===== src/hsm_pkg.sv =====
// ----------------------------------------------------------------------------
// hsm_pkg
// Types, widths and constants of the H-bridge speed-to-PWM mapper.
// ----------------------------------------------------------------------------
package hsm_pkg;

    localparam int NUM_MOTORS = 3;

    localparam int SPAN_W     = 15;
    localparam int FULL_W     = 16;
    localparam int DB_W       = 8;
    localparam int MASK_W     = 3;
    localparam int CMD_W      = 16;
    localparam int MOTOR_W    = 2;
    localparam int CFG_DATA_W = 16;
    localparam int CFG_IDX_W  = 2;

    // Quotient of mag*full/span stays at or below 2*full, so 18 bits cover it.
    localparam int QUO_W      = 18;
    localparam int PROD_W     = 31;
    localparam int DIV_STEPS  = 2;
    localparam int DIV_STAGES = QUO_W / DIV_STEPS;
    // front, multiply, divider stages, output register
    localparam int NUM_STAGES = DIV_STAGES + 3;

    localparam logic [SPAN_W-1:0] SPAN_RESET = 15'd1000;
    localparam logic [FULL_W-1:0] FULL_RESET = 16'd1000;
    localparam logic [DB_W-1:0]   DB_RESET   = 8'd10;
    localparam logic [MASK_W-1:0] MASK_RESET = 3'd0;

    typedef enum logic [CFG_IDX_W-1:0] {
        REG_SPEED_SPAN   = 2'd0,
        REG_PWM_FULL     = 2'd1,
        REG_DEAD_BAND    = 2'd2,
        REG_REVERSE_MASK = 2'd3
    } cfg_reg_t;

    typedef enum logic {
        ACT_BIDIR  = 1'b0,
        ACT_UNIDIR = 1'b1
    } action_t;

    typedef struct packed {
        action_t             action;
        logic [MOTOR_W-1:0]  motor;
        logic                brake;
        logic                fwd_raw;
        logic [SPAN_W-1:0]   uni_val;
    } side_t;

    typedef struct packed {
        side_t               side;
        logic [FULL_W-1:0]   mag;
    } front_t;

    typedef struct packed {
        side_t               side;
        logic [SPAN_W-1:0]   rem;
        logic [QUO_W-1:0]    acc;
    } div_t;

    function automatic logic motor_reversed(logic [MASK_W-1:0] mask, logic [MOTOR_W-1:0] m);
        logic rev;
        rev = 1'b0;
        for (int i = 0; i < MASK_W; i++)
        begin
            if (i < NUM_MOTORS && m == MOTOR_W'(i))
            begin
                rev = mask[i];
            end
        end
        return rev;
    endfunction

endpackage


===== src/hsm_front.sv =====
// ----------------------------------------------------------------------------
// hsm_front
// Deadzones, centring and magnitude of a speed command; first pipe stage.
// ----------------------------------------------------------------------------
module hsm_front (
    input  logic                                clk,
    input  logic                                en,
    input  logic                                action,
    input  logic [hsm_pkg::MOTOR_W-1:0]         motor_select,
    input  logic signed [hsm_pkg::CMD_W-1:0]    speed_command,
    input  logic [hsm_pkg::SPAN_W-1:0]          speed_span,
    input  logic [hsm_pkg::DB_W-1:0]            dead_band,
    output hsm_pkg::front_t                     stage_out
);

    hsm_pkg::front_t    stage_reg;
    hsm_pkg::front_t    stage_next;

    logic signed [17:0] cmd_s;
    logic signed [17:0] span_s;
    logic signed [17:0] db_s;
    logic signed [17:0] half_s;
    logic signed [17:0] hi_s;
    logic signed [17:0] v_bi;
    logic signed [17:0] v_uni;
    logic signed [17:0] diff;
    logic signed [17:0] diff_abs;
    logic               unidir;

    assign unidir = (hsm_pkg::action_t'(action) == hsm_pkg::ACT_UNIDIR);

    always_comb
    begin
        cmd_s  = {{2{speed_command[15]}}, speed_command};
        span_s = {3'b000, speed_span};
        db_s   = {10'd0, dead_band};
        half_s = {4'b0000, speed_span[14:1]};
        hi_s   = span_s - db_s;

        // bidirectional: end deadzones only, upper one wins
        v_bi = cmd_s;
        if (cmd_s < db_s)
        begin
            v_bi = 18'sd0;
        end
        if (cmd_s > hi_s)
        begin
            v_bi = span_s;
        end

        // unidirectional: centre, then lower end, then upper end
        v_uni = cmd_s;
        if (cmd_s > half_s - db_s && cmd_s < half_s + db_s)
        begin
            v_uni = half_s;
        end
        if (cmd_s < db_s)
        begin
            v_uni = 18'sd0;
        end
        if (cmd_s > hi_s)
        begin
            v_uni = span_s;
        end

        diff     = v_bi - half_s;
        diff_abs = (diff < 18'sd0) ? -diff : diff;

        stage_next.side.action  = hsm_pkg::action_t'(action);
        stage_next.side.motor   = motor_select;
        stage_next.side.brake   = unidir ? (v_uni <= 18'sd0) : (diff == 18'sd0);
        stage_next.side.fwd_raw = unidir ? 1'b1 : (diff > 18'sd0);
        stage_next.side.uni_val = v_uni[14:0];
        // centred value is twice the offset; |offset| fits 15 bits
        stage_next.mag          = {diff_abs[14:0], 1'b0};
    end

    always_ff @(posedge clk)
    begin
        if (en)
        begin
            stage_reg <= stage_next;
        end
    end

    assign stage_out = stage_reg;

endmodule


===== src/hsm_mult.sv =====
// ----------------------------------------------------------------------------
// hsm_mult
// Multiplies the magnitude by the full-scale PWM value and seeds the divider.
// ----------------------------------------------------------------------------
module hsm_mult (
    input  logic                         clk,
    input  logic                         en,
    input  hsm_pkg::front_t              stage_in,
    input  logic [hsm_pkg::FULL_W-1:0]   pwm_full,
    output hsm_pkg::div_t                stage_out
);

    hsm_pkg::div_t               stage_reg;
    hsm_pkg::div_t               stage_next;
    logic [hsm_pkg::PROD_W-1:0]  prod;

    always_comb
    begin
        // product is below 2^31; upper bits start the partial remainder
        prod = hsm_pkg::PROD_W'({{hsm_pkg::FULL_W{1'b0}}, stage_in.mag} *
                                {{hsm_pkg::FULL_W{1'b0}}, pwm_full});
        stage_next.side = stage_in.side;
        stage_next.rem  = {2'b00, prod[hsm_pkg::PROD_W-1:hsm_pkg::QUO_W]};
        stage_next.acc  = prod[hsm_pkg::QUO_W-1:0];
    end

    always_ff @(posedge clk)
    begin
        if (en)
        begin
            stage_reg <= stage_next;
        end
    end

    assign stage_out = stage_reg;

endmodule


===== src/hsm_div_stage.sv =====
// ----------------------------------------------------------------------------
// hsm_div_stage
// One stage of the restoring divider by speed_span, two quotient bits.
// ----------------------------------------------------------------------------
module hsm_div_stage (
    input  logic                         clk,
    input  logic                         en,
    input  hsm_pkg::div_t                stage_in,
    input  logic [hsm_pkg::SPAN_W-1:0]   speed_span,
    output hsm_pkg::div_t                stage_out
);

    hsm_pkg::div_t  stage_reg;
    hsm_pkg::div_t  stage_next;

    always_comb
    begin : div_step
        logic [hsm_pkg::SPAN_W:0]   trial;
        logic [hsm_pkg::SPAN_W-1:0] rem;
        logic [hsm_pkg::QUO_W-1:0]  acc;
        rem = stage_in.rem;
        acc = stage_in.acc;
        // acc shifts dividend bits out at the top and quotient bits in below
        for (int s = 0; s < hsm_pkg::DIV_STEPS; s++)
        begin
            trial = {rem, acc[hsm_pkg::QUO_W-1]};
            acc   = {acc[hsm_pkg::QUO_W-2:0], 1'b0};
            if (trial >= {1'b0, speed_span})
            begin
                rem    = hsm_pkg::SPAN_W'(trial - {1'b0, speed_span});
                acc[0] = 1'b1;
            end
            else
            begin
                rem = trial[hsm_pkg::SPAN_W-1:0];
            end
        end
        stage_next      = stage_in;
        stage_next.rem  = rem;
        stage_next.acc  = acc;
    end

    always_ff @(posedge clk)
    begin
        if (en)
        begin
            stage_reg <= stage_next;
        end
    end

    assign stage_out = stage_reg;

endmodule


===== src/hsm_out.sv =====
// ----------------------------------------------------------------------------
// hsm_out
// Saturation, direction and duty selection; holds the result register.
// ----------------------------------------------------------------------------
module hsm_out (
    input  logic                          clk,
    input  logic                          en,
    input  hsm_pkg::div_t                 stage_in,
    input  logic [hsm_pkg::FULL_W-1:0]    pwm_full,
    input  logic [hsm_pkg::MASK_W-1:0]    reverse_mask,
    output logic [hsm_pkg::MOTOR_W-1:0]   motor_index,
    output logic [hsm_pkg::FULL_W-1:0]    duty_back,
    output logic [hsm_pkg::FULL_W-1:0]    duty_fwd,
    output logic                          braking,
    output logic                          forward
);

    logic [hsm_pkg::MOTOR_W-1:0] motor_reg, motor_next;
    logic [hsm_pkg::FULL_W-1:0]  back_reg, back_next;
    logic [hsm_pkg::FULL_W-1:0]  fwd_duty_reg, fwd_duty_next;
    logic                        braking_reg, braking_next;
    logic                        forward_reg, forward_next;

    logic [hsm_pkg::QUO_W-1:0]   sp;
    logic [hsm_pkg::FULL_W-1:0]  sat;
    logic                        dir_fwd;

    always_comb
    begin
        sp = (stage_in.side.action == hsm_pkg::ACT_UNIDIR) ?
             {3'b000, stage_in.side.uni_val} : stage_in.acc;
        sat = (sp > {2'b00, pwm_full}) ? pwm_full : sp[hsm_pkg::FULL_W-1:0];
        dir_fwd = stage_in.side.fwd_raw ^
                  hsm_pkg::motor_reversed(reverse_mask, stage_in.side.motor);

        motor_next = stage_in.side.motor;
        if (stage_in.side.brake)
        begin
            back_next     = pwm_full;
            fwd_duty_next = pwm_full;
            braking_next  = 1'b1;
            forward_next  = 1'b0;
        end
        else
        begin
            back_next     = dir_fwd ? pwm_full : (pwm_full - sat);
            fwd_duty_next = dir_fwd ? (pwm_full - sat) : pwm_full;
            braking_next  = 1'b0;
            forward_next  = dir_fwd;
        end
    end

    always_ff @(posedge clk)
    begin
        if (en)
        begin
            motor_reg    <= motor_next;
            back_reg     <= back_next;
            fwd_duty_reg <= fwd_duty_next;
            braking_reg  <= braking_next;
            forward_reg  <= forward_next;
        end
    end

    assign motor_index = motor_reg;
    assign duty_back   = back_reg;
    assign duty_fwd    = fwd_duty_reg;
    assign braking     = braking_reg;
    assign forward     = forward_reg;

endmodule


===== src/hbridge_speed_to_pwm_mapper.sv =====
// ----------------------------------------------------------------------------
// hbridge_speed_to_pwm_mapper
// Maps speed commands to IN/IN H-bridge duty pairs through a 12-stage pipe.
// ----------------------------------------------------------------------------
// Takes one command per clock unless out_ready stalls a full pipe, and
// passes it through the stages in order: one for deadzones and centring,
// one for the 16x16 multiply, nine for the restoring divider by speed_span
// (two quotient bits per stage), one for saturation and the output register.
// Each stage moves on when the stage after it is empty or moving, so
// bubbles are squeezed out while the output waits. Configuration writes
// take effect at once and must only be made with the pipe empty.
module hbridge_speed_to_pwm_mapper (
    input  logic                                 clk,
    input  logic                                 rst_n,
    input  logic                                 cfg_write,
    input  logic [hsm_pkg::CFG_IDX_W-1:0]        cfg_index,
    input  logic [hsm_pkg::CFG_DATA_W-1:0]       cfg_data,
    input  logic                                 in_valid,
    output logic                                 in_ready,
    input  logic                                 action,
    input  logic [hsm_pkg::MOTOR_W-1:0]          motor_select,
    input  logic signed [hsm_pkg::CMD_W-1:0]     speed_command,
    output logic                                 out_valid,
    input  logic                                 out_ready,
    output logic [hsm_pkg::MOTOR_W-1:0]          motor_index,
    output logic [hsm_pkg::FULL_W-1:0]           duty_back,
    output logic [hsm_pkg::FULL_W-1:0]           duty_fwd,
    output logic                                 braking,
    output logic                                 forward
);

    localparam int NST = hsm_pkg::NUM_STAGES;
    localparam int NDS = hsm_pkg::DIV_STAGES;

    logic [hsm_pkg::SPAN_W-1:0] span_reg;
    logic [hsm_pkg::FULL_W-1:0] full_reg;
    logic [hsm_pkg::DB_W-1:0]   db_reg;
    logic [hsm_pkg::MASK_W-1:0] mask_reg;

    logic [NST-1:0]  valid_reg;
    logic [NST-1:0]  valid_next;
    logic [NST-1:0]  stage_en;

    hsm_pkg::front_t front_q;
    hsm_pkg::div_t   div_chain [NDS+1];

    // configuration registers
    always_ff @(posedge clk or negedge rst_n)
    begin
        if (!rst_n)
        begin
            span_reg <= hsm_pkg::SPAN_RESET;
            full_reg <= hsm_pkg::FULL_RESET;
            db_reg   <= hsm_pkg::DB_RESET;
            mask_reg <= hsm_pkg::MASK_RESET;
        end
        else if (cfg_write)
        begin
            case (hsm_pkg::cfg_reg_t'(cfg_index))
                hsm_pkg::REG_SPEED_SPAN:   span_reg <= cfg_data[hsm_pkg::SPAN_W-1:0];
                hsm_pkg::REG_PWM_FULL:     full_reg <= cfg_data[hsm_pkg::FULL_W-1:0];
                hsm_pkg::REG_DEAD_BAND:    db_reg   <= cfg_data[hsm_pkg::DB_W-1:0];
                hsm_pkg::REG_REVERSE_MASK: mask_reg <= cfg_data[hsm_pkg::MASK_W-1:0];
                default:                   ;
            endcase
        end
    end

    // stage i may load when any stage from i up to the output is empty,
    // or when the output register is being drained
    always_comb
    begin
        for (int i = 0; i < NST; i++)
        begin
            stage_en[i] = out_ready || ((valid_reg | NST'((1 << i) - 1)) != '1);
        end
        valid_next[0] = stage_en[0] ? in_valid : valid_reg[0];
        for (int i = 1; i < NST; i++)
        begin
            valid_next[i] = stage_en[i] ? valid_reg[i-1] : valid_reg[i];
        end
    end

    always_ff @(posedge clk or negedge rst_n)
    begin
        if (!rst_n)
        begin
            valid_reg <= '0;
        end
        else
        begin
            valid_reg <= valid_next;
        end
    end

    assign in_ready  = stage_en[0];
    assign out_valid = valid_reg[NST-1];

    hsm_front u_front (
        .clk           (clk),
        .en            (stage_en[0]),
        .action        (action),
        .motor_select  (motor_select),
        .speed_command (speed_command),
        .speed_span    (span_reg),
        .dead_band     (db_reg),
        .stage_out     (front_q)
    );

    hsm_mult u_mult (
        .clk       (clk),
        .en        (stage_en[1]),
        .stage_in  (front_q),
        .pwm_full  (full_reg),
        .stage_out (div_chain[0])
    );

    for (genvar k = 0; k < NDS; k++)
    begin : g_div
        hsm_div_stage u_div (
            .clk        (clk),
            .en         (stage_en[k+2]),
            .stage_in   (div_chain[k]),
            .speed_span (span_reg),
            .stage_out  (div_chain[k+1])
        );
    end

    hsm_out u_out (
        .clk          (clk),
        .en           (stage_en[NST-1]),
        .stage_in     (div_chain[NDS]),
        .pwm_full     (full_reg),
        .reverse_mask (mask_reg),
        .motor_index  (motor_index),
        .duty_back    (duty_back),
        .duty_fwd     (duty_fwd),
        .braking      (braking),
        .forward      (forward)
    );

endmodule


===== config.mk =====
export PLATFORM = sky130hd
export DESIGN_NAME = hbridge_speed_to_pwm_mapper
export DESIGN_NICKNAME = d
export VERILOG_FILES = /design/src/hsm_pkg.sv /design/src/hsm_front.sv /design/src/hsm_mult.sv /design/src/hsm_div_stage.sv /design/src/hsm_out.sv /design/src/hbridge_speed_to_pwm_mapper.sv
export SDC_FILE = /design/constraint.sdc
export NUM_CORES = 2
export LEC_CHECK = 0
export BUFFER_PORTS_ARGS = -buffer_cell sky130_fd_sc_hd__buf_4
export CAP_MARGIN = 20
export CORE_MARGIN = 2
export CORE_UTILIZATION = 37
export DETAILED_ROUTE_END_ITERATION = 6
export PLACE_DENSITY_LB_ADDON = 0.25
export SYNTH_ARGS = -nofsm -noshare
export SYNTH_HDL_FRONTEND = slang
export SYNTH_SLANG_ARGS = --single-unit

===== constraint.sdc =====
create_clock -name clk -period 10.7 [get_ports clk]
set_clock_uncertainty 0.2 [all_clocks]
set_input_delay 1.07 -clock clk [delete_from_list [all_inputs] [get_ports clk]]
set_output_delay 1.07 -clock clk [all_outputs]
set_load 0.05 [all_outputs]

=== Word-level counts from Yosys, hierarchy flattened ===
Index checks and enable logic that the tools add are counted.

* Add/subtract/negate cells: 23
* $mul: 1
* Div/mod/pow operators: 0
* $lt $le $gt $ge: 26
* Equality and inequality tests: 16
* Shift operators: 0
* Mux-type cells: 52
* Bitwise gates (word level): 2
* Reduce and logical (&&, ||, !) cells: 20

{| class="wikitable"
|+ Operators with widths
! operator !! count
|-
| greater-or-equal comparator 16 x 15 -> 1 bit || 17
|-
| 2-to-1 mux 15 bit || 18
|-
| subtractor 15 bit || 16
|-
| 2-to-1 mux 18 bit || 6
|-
| 2-to-1 mux 16 bit || 5
|-
| multiplier 15 x 16 -> 30 bit || 1
|-
| 2-to-1 mux 1 bit || 23
|-
| > comparator 18 x 1 -> 1 bit, second input constant || 1
|-
| > comparator 18 x 16 -> 1 bit || 1
|-
| <= comparator 18 x 1 -> 1 bit, second input constant || 1
|-
| logical NOT 18 bit || 1
|-
| < comparator 18 x 1 -> 1 bit, second input constant || 1
|-
| subtractor 18 x 15 -> 18 bit || 1
|-
| > comparator 16 x 15 -> 1 bit || 1
|-
| > comparator 16 bit || 1
|-
| < comparator 16 bit || 1
|-
| < comparator 16 x 9 -> 1 bit || 1
|-
| subtractor 15 x 8 -> 16 bit || 1
|-
| subtractor 16 bit || 1
|-
| adder 14 x 8 -> 15 bit || 1
|-
| greater-or-equal comparator 14 x 15 -> 1 bit || 1
|-
| negator 15 bit || 1
|-
| subtractor 14 x 15 -> 15 bit || 1
|-
| subtractor 14 x 8 -> 15 bit || 1
|-
| 19 further kinds || 37
|}

* Bits in registers: 638
* Bits in latches: 0
* RAM bits: 0
* ROM bits: 0
* Bits of input ports: 42
* Output and inout port bits: 38
* Word-level logic and storage cells: 236
* Memories: 0

=== Logic depth before layout (Yosys ltp) ===
* Depth after elaboration: 8
* Mapped depth: 34
* Gate-level depth less buffers: 31

=== Modules after synthesis ===
Synthesis repeated with hierarchy kept, for this count alone.

* Cell total of the unflattened synthesis: 5032
* Area, all modules: 53178.5 um^2

{| class="wikitable"
|+ Modules (own cells, without submodules)
! module !! times used !! cells each !! area each (um^2) !! sequential area each (um^2)
|-
| hsm_div_stage (g_div[0].u_div ...) || 8 || 324 || 3638.5 || 1591.5
|-
| hsm_mult || 1 || 1046 || 10067.2 || 1531.5
|-
| hsm_front || 1 || 628 || 5322.6 || 1051.0
|-
| hsm_div_stage (g_div[4].u_div) || 1 || 320 || 3528.4 || 1591.5
|-
| hsm_out || 1 || 313 || 3056.7 || 1081.0
|-
| hbridge_speed_to_pwm_mapper || 1 || 133 || 2095.8 || 1368.8
|}

=== Least setup slack after synthesis ===
OpenSTA, ideal clock, no wires.

* Kind: in2out
* Start: input out_ready
* End: output in_ready
* Data arrival time: 6.810 ns
* Data required time: 9.430 ns
* Slack: 2.620 ns
* Stages: 8
* Buffers on the path: 0
* Cell sequence: nor2b_1 -> inv_1 -> nor2_1 -> nand3_1 -> nor2_1 -> nand3_1 -> inv_1 -> nand3_1

* Word-level cells in the longest chain between the ends: 1

{| class="wikitable"
|+ Ends and longest elaborated chain
! element !! line !! text
|-
| start: declaration || hbridge_speed_to_pwm_mapper.sv:24 || <nowiki>input logic out_ready,</nowiki>
|-
| logical OR 1 bit || hbridge_speed_to_pwm_mapper.sv:75 || <nowiki>stage_en[i] = out_ready || ((valid_reg | NST'((1 << i) - 1)) != '1);</nowiki>
|-
| end: declaration || hbridge_speed_to_pwm_mapper.sv:19 || <nowiki>output logic in_ready,</nowiki>
|}

Every way passes these cells.

=== Worst setup path in the final report ===
* Start: register span_reg[0] (netlist bit)
* End: register u_front.stage_reg, in the netlist u_front.stage_out[12] (data pin)

* Word-level cells in the longest chain between the ends: 6
* Elaborated cells between the ends (all ways): 7
* Classes of those cells: add/sub (3); order compare (2); mux (2)

{| class="wikitable"
|+ Ends and longest elaborated chain
! element !! line !! text
|-
| start: declaration || hbridge_speed_to_pwm_mapper.sv:35 || <nowiki>logic [hsm_pkg::SPAN_W-1:0] span_reg;</nowiki>
|-
| start signal: assignment || hbridge_speed_to_pwm_mapper.sv:52 || <nowiki>span_reg <= hsm_pkg::SPAN_RESET;</nowiki>
|-
| start signal: assignment || hbridge_speed_to_pwm_mapper.sv:60 || <nowiki>hsm_pkg::REG_SPEED_SPAN: span_reg <= cfg_data[hsm_pkg::SPAN_W-1:0];</nowiki>
|-
| subtractor 15 x 8 -> 16 bit || hsm_front.sv:38 || <nowiki>hi_s = span_s - db_s;</nowiki>
|-
| > comparator 16 bit || hsm_front.sv:46 || <nowiki>if (cmd_s > hi_s)</nowiki>
|-
| 2-to-1 mux 18 bit * || hsm_front.sv:46 ||
|-
| subtractor 18 x 15 -> 18 bit * || hsm_front.sv:66 || <nowiki>diff = v_bi - half_s;</nowiki>
|-
| negator 15 bit or < comparator 18 x 1 -> 1 bit (tied branches) || hsm_front.sv:67 || <nowiki>diff_abs = (diff < 18'sd0) ? -diff : diff;</nowiki>
|-
| 2-to-1 mux 15 bit * || hsm_front.sv:67 ||
|-
| net u_front.diff_abs[11] || hsm_front.sv:27 || <nowiki>logic signed [17:0] diff_abs;</nowiki>
|-
| end signal: assignment || hsm_front.sv:82 || <nowiki>stage_reg <= stage_next;</nowiki>
|-
| end: declaration || hsm_front.sv:16 || <nowiki>hsm_pkg::front_t stage_reg;</nowiki>
|}

Mark *: on every way through the listed nets, which the timed path passes. The rest lies on a longest branch.
A chain may end at the register's enable or synchronous reset.

==> flow_summary.yaml <==
outcome:
  run_status: "completed"
sta:
  clock.fmax_mhz: 124
  holdWs_ps: 206
  max_slew.worst_pin.slew_ps: 1070
  hold_violations: 0
  rsz0062_at_grt: "no"
  timing.setup.tns_ps: 0
  slew_violations: 0
  relSlewSlack_pct: 28.5
  layout_min_cycle_time_ps: 8080
  min_period_over_period_pct: 75.5
  timing.final.setup_violations: 0
placed_design:
  routabilityCongestion: 0.886
  io_buffer_count: 79
  dp_cells: 6025
  dp_hpwl_um: 86500
final_layout:
  layout.nets: 5164
  final_cells: 6151
  antennaDiodeCount: 0
  post-route-util_pct: 41.0
  largest_reg_flops: 454
  final_common_cell: "sky130_fd_sc_hd__edfxtp_1"
  drive_gt1_share_pct: 11.2
  flow.area_growth_from_synthesis_pct: 10.4
  layout_common_cells: "575 x sky130_fd_sc_hd__edfxtp_1, 483 x sky130_fd_sc_hd__ha_1, 346 x sky130_fd_sc_hd__inv_1, 327 x sky130_fd_sc_hd__nand2_1, 237 x sky130_fd_sc_hd__a21oi_1"
floorplanning:
  i_o_pins: 80
  floorplan.rows: 131
  die_footprint_sq_um: 130000
  initial_utilization_pct: 37.2
  fp.coreArea_sq_um: 127000
  chip_width_um: 361
  fp.dieH_um: 361
yosys:
  synthesis.area_sq_um: 47200
  ys_seq_elements: 629
  post_synthesis_adder_cell_area_fraction_pct: 21.3
  post_synth_xor_area_fraction_pct: 4.97
  edff_count_synth: 575
  yosys.cell_types.count: 114
  synth_async_sr_flop_share_pct: 8.59
  yosys.area_share.simple_pct: 12.8
  top_area_cell_type_share_of_the_netlist_area_pct: 36.6
  yosysSeqAreaShare_pct: 39.5
  ys_dominant_reg_cell: "sky130_fd_sc_hd__edfxtp_1"
  ys_top_cells_by_area: "sky130_fd_sc_hd__edfxtp_1 37%, sky130_fd_sc_hd__ha_1 13%, sky130_fd_sc_hd__fa_1 8.5%"
  synth_compound_area_share_pct: 12.4
  synth.avg_cell_area_sq_um: 10.9
  synth_top_family_by_area: "adder cells"
  post_synth_mux_area_share_pct: 5.15
  post_synth_inst_count: 4339
  ys_warn_count: 0
  netlist.top_cell.by_area: "sky130_fd_sc_hd__edfxtp_1"
  synthesis.nets: 5065
route:
  drt_pre_antenna_iters: 5
  viasPerCell: 5.31
  ant_nets: 0
  drt_iter0_markers: 1991
  drc: 0
  routed_wirelength_um: 114000
  detailroute.via_count: 32600
  avgRoutedWirePerCell_um: 18.5
critical_path:
  ff2ff_setup_slack_ps: 2620
  regToRegStartpoint: "span_reg[0]"
  timing.critical_path.from: "span_reg[0]"
  r2r.worst_path.cells: 32
  cpMostUsedCell: "sky130_fd_sc_hd__o21ai_0"
  critical_path_required_ps: 10840
  slowest_delay_ps: 560
  cp_top_family: "compound AO/OA/AOI/OAI gates"
  timing.critical_path.fanout_max: 41
  path_buf_inv: 5
  timing.critical_path.to_type: "flop"
  timing.setup.critical_path_class: "flop to flop"
  start_kind: "flop"
  critical_path_depth: 32
  r2r_end: "u_front.stage_out[12]"
  slowest_stage: "sky130_fd_sc_hd__a32o_1"
  critical_path_arrival_ps: 8220
  worstSetupEndpoint: "u_front.stage_out[12]"
grt:
  grt_max_degree: 55
  antenna_found_initial: 2
  wire_length_of_the_first_global_routing_pass_um: 182000
  grt_use_total_pct: 17.5
  overflow: 0
  first_global_vias: 32800
clock_network:
  clock_latency_ps: 620
  cts_buffers: 71
  clock_tree_sinks: 629
  cts_tree: "built"
  cts_hold_buffers: 0
  cts_setup_buffers: 0
  worst_case_clock_buffer_depth: 3
  ctsRootBufferMaster: "sky130_fd_sc_hd__clkbuf_16"
  h_tree_levels: 3
  cts.reportedPaths.clkPinSlew_ps: 60
  cts_resized: 0
worst_hold_path:
  worstHoldPathType: "flop to flop"
  min_from: "u_mult.stage_out[33]"
job:
  max_cap_viol_count: 0
[how the worst min path moves through the flow]
stage	to	slack, ps	cells past startpoint
finish	g_div[0].u_div.stage_out[33]	210	0
floorplan	g_div[0].u_div.stage_out[10]	200	0
CTS	g_div[0].u_div.stage_out[33]	210	0
global placement	g_div[0].u_div.stage_out[45]	200	0
global route	g_div[5].u_div.stage_out[39]	220	0
detailed placement	g_div[0].u_div.stage_out[33]	200	0
[metrics by stage]
step	setup slack (ps)	area (sq um)
2_1_floorplan	2620	47200
3_3_place_gp	2730	49800
6_report	2620	52100
5_1_grt	1970	52100
3_5_place_dp	2680	49800
4_1_cts	2660	52100
[per-layer routing]
| layer | global-route usage [%] | part of all wire, % | up-vias |
|---|---|---|---|
| met1 | 23.1 | 45 | 16000 |
| met4 | 5.48 | 2.9 | 2 |
| met2 | 30.2 | 49 | 532 |
| li1 | - | - | 16000 |
| met3 | 1.87 | 3.3 | 164 |
| met5 | 0 | 0.011 | - |
[worst reg2reg max path: cells and delay by family, from the launching register on]
family                   cells  cell delay [ps]
AO/OA/AOI/OAI               17             4020
XOR/XNOR                     2              320
adder cells (fa/ha/maj)      4             1230
buffers and inverters        5             1010
flip-flops                   1              360
AND/OR/NAND/NOR              4              650
[final cells by class]
cell class	count	area [sq um]
sequential	629	18600
inverter	354	1330
timing repair buffer	131	983
tap	1662	2080
clock inverter	30	334
multi-input combinational	3251	26800
fill	12100	74900
clock buffer	94	1940
[logic make-up (layout without fill, tap and decap cells)]
family / after synthesis / count (layout)
compound gates: 885 / 885
xor+xnor: 268 / 268
fa+ha+maj: 684 / 684
buf+inv: 459 / 609
flops: 629 / 629
mux: 218 / 218
simple gates: 1196 / 1196
[synthesized netlist by cell type, types with 7 or more instances]
library cell / number
sky130_fd_sc_hd__a21oi_1: 238
sky130_fd_sc_hd__a21o_1: 82
sky130_fd_sc_hd__a21boi_0: 20
sky130_fd_sc_hd__o21ai_0: 199
sky130_fd_sc_hd__nand3_1: 74
sky130_fd_sc_hd__o311ai_0: 13
sky130_fd_sc_hd__ha_1: 483
sky130_fd_sc_hd__nor4_1: 46
sky130_fd_sc_hd__fa_1: 201
sky130_fd_sc_hd__clkbuf_1: 74
sky130_fd_sc_hd__o21a_1: 56
sky130_fd_sc_hd__a211o_1: 7
sky130_fd_sc_hd__a31oi_1: 30
sky130_fd_sc_hd__a311oi_1: 9
sky130_fd_sc_hd__inv_1: 349
sky130_fd_sc_hd__buf_2: 18
sky130_fd_sc_hd__a211oi_1: 27
sky130_fd_sc_hd__nand2_1: 330
sky130_fd_sc_hd__o21bai_1: 16
sky130_fd_sc_hd__a31o_2: 10
sky130_fd_sc_hd__and2_1: 120
sky130_fd_sc_hd__mux2_2: 159
sky130_fd_sc_hd__nor2_1: 219
sky130_fd_sc_hd__nor3_1: 81
sky130_fd_sc_hd__nand4_1: 61
sky130_fd_sc_hd__nor2b_1: 51
sky130_fd_sc_hd__o31ai_1: 24
sky130_fd_sc_hd__mux2_1: 14
sky130_fd_sc_hd__a221o_1: 13
sky130_fd_sc_hd__xnor2_1: 208
sky130_fd_sc_hd__dfstp_2: 14
sky130_fd_sc_hd__or3_1: 48
sky130_fd_sc_hd__nand2b_1: 70
sky130_fd_sc_hd__mux2i_1: 39
sky130_fd_sc_hd__edfxtp_1: 575
sky130_fd_sc_hd__nor3b_1: 14
sky130_fd_sc_hd__o21ai_1: 8
sky130_fd_sc_hd__nand3b_1: 13
sky130_fd_sc_hd__and3_1: 20
sky130_fd_sc_hd__o211ai_1: 29
sky130_fd_sc_hd__o31a_1: 11
sky130_fd_sc_hd__dfrtp_1: 40
sky130_fd_sc_hd__xor2_1: 60
sky130_fd_sc_hd__or2_2: 18
Power is left out: the tool's default activity adds up to more than one toggle a clock period on the data nets, which glitch-free logic cannot reach.
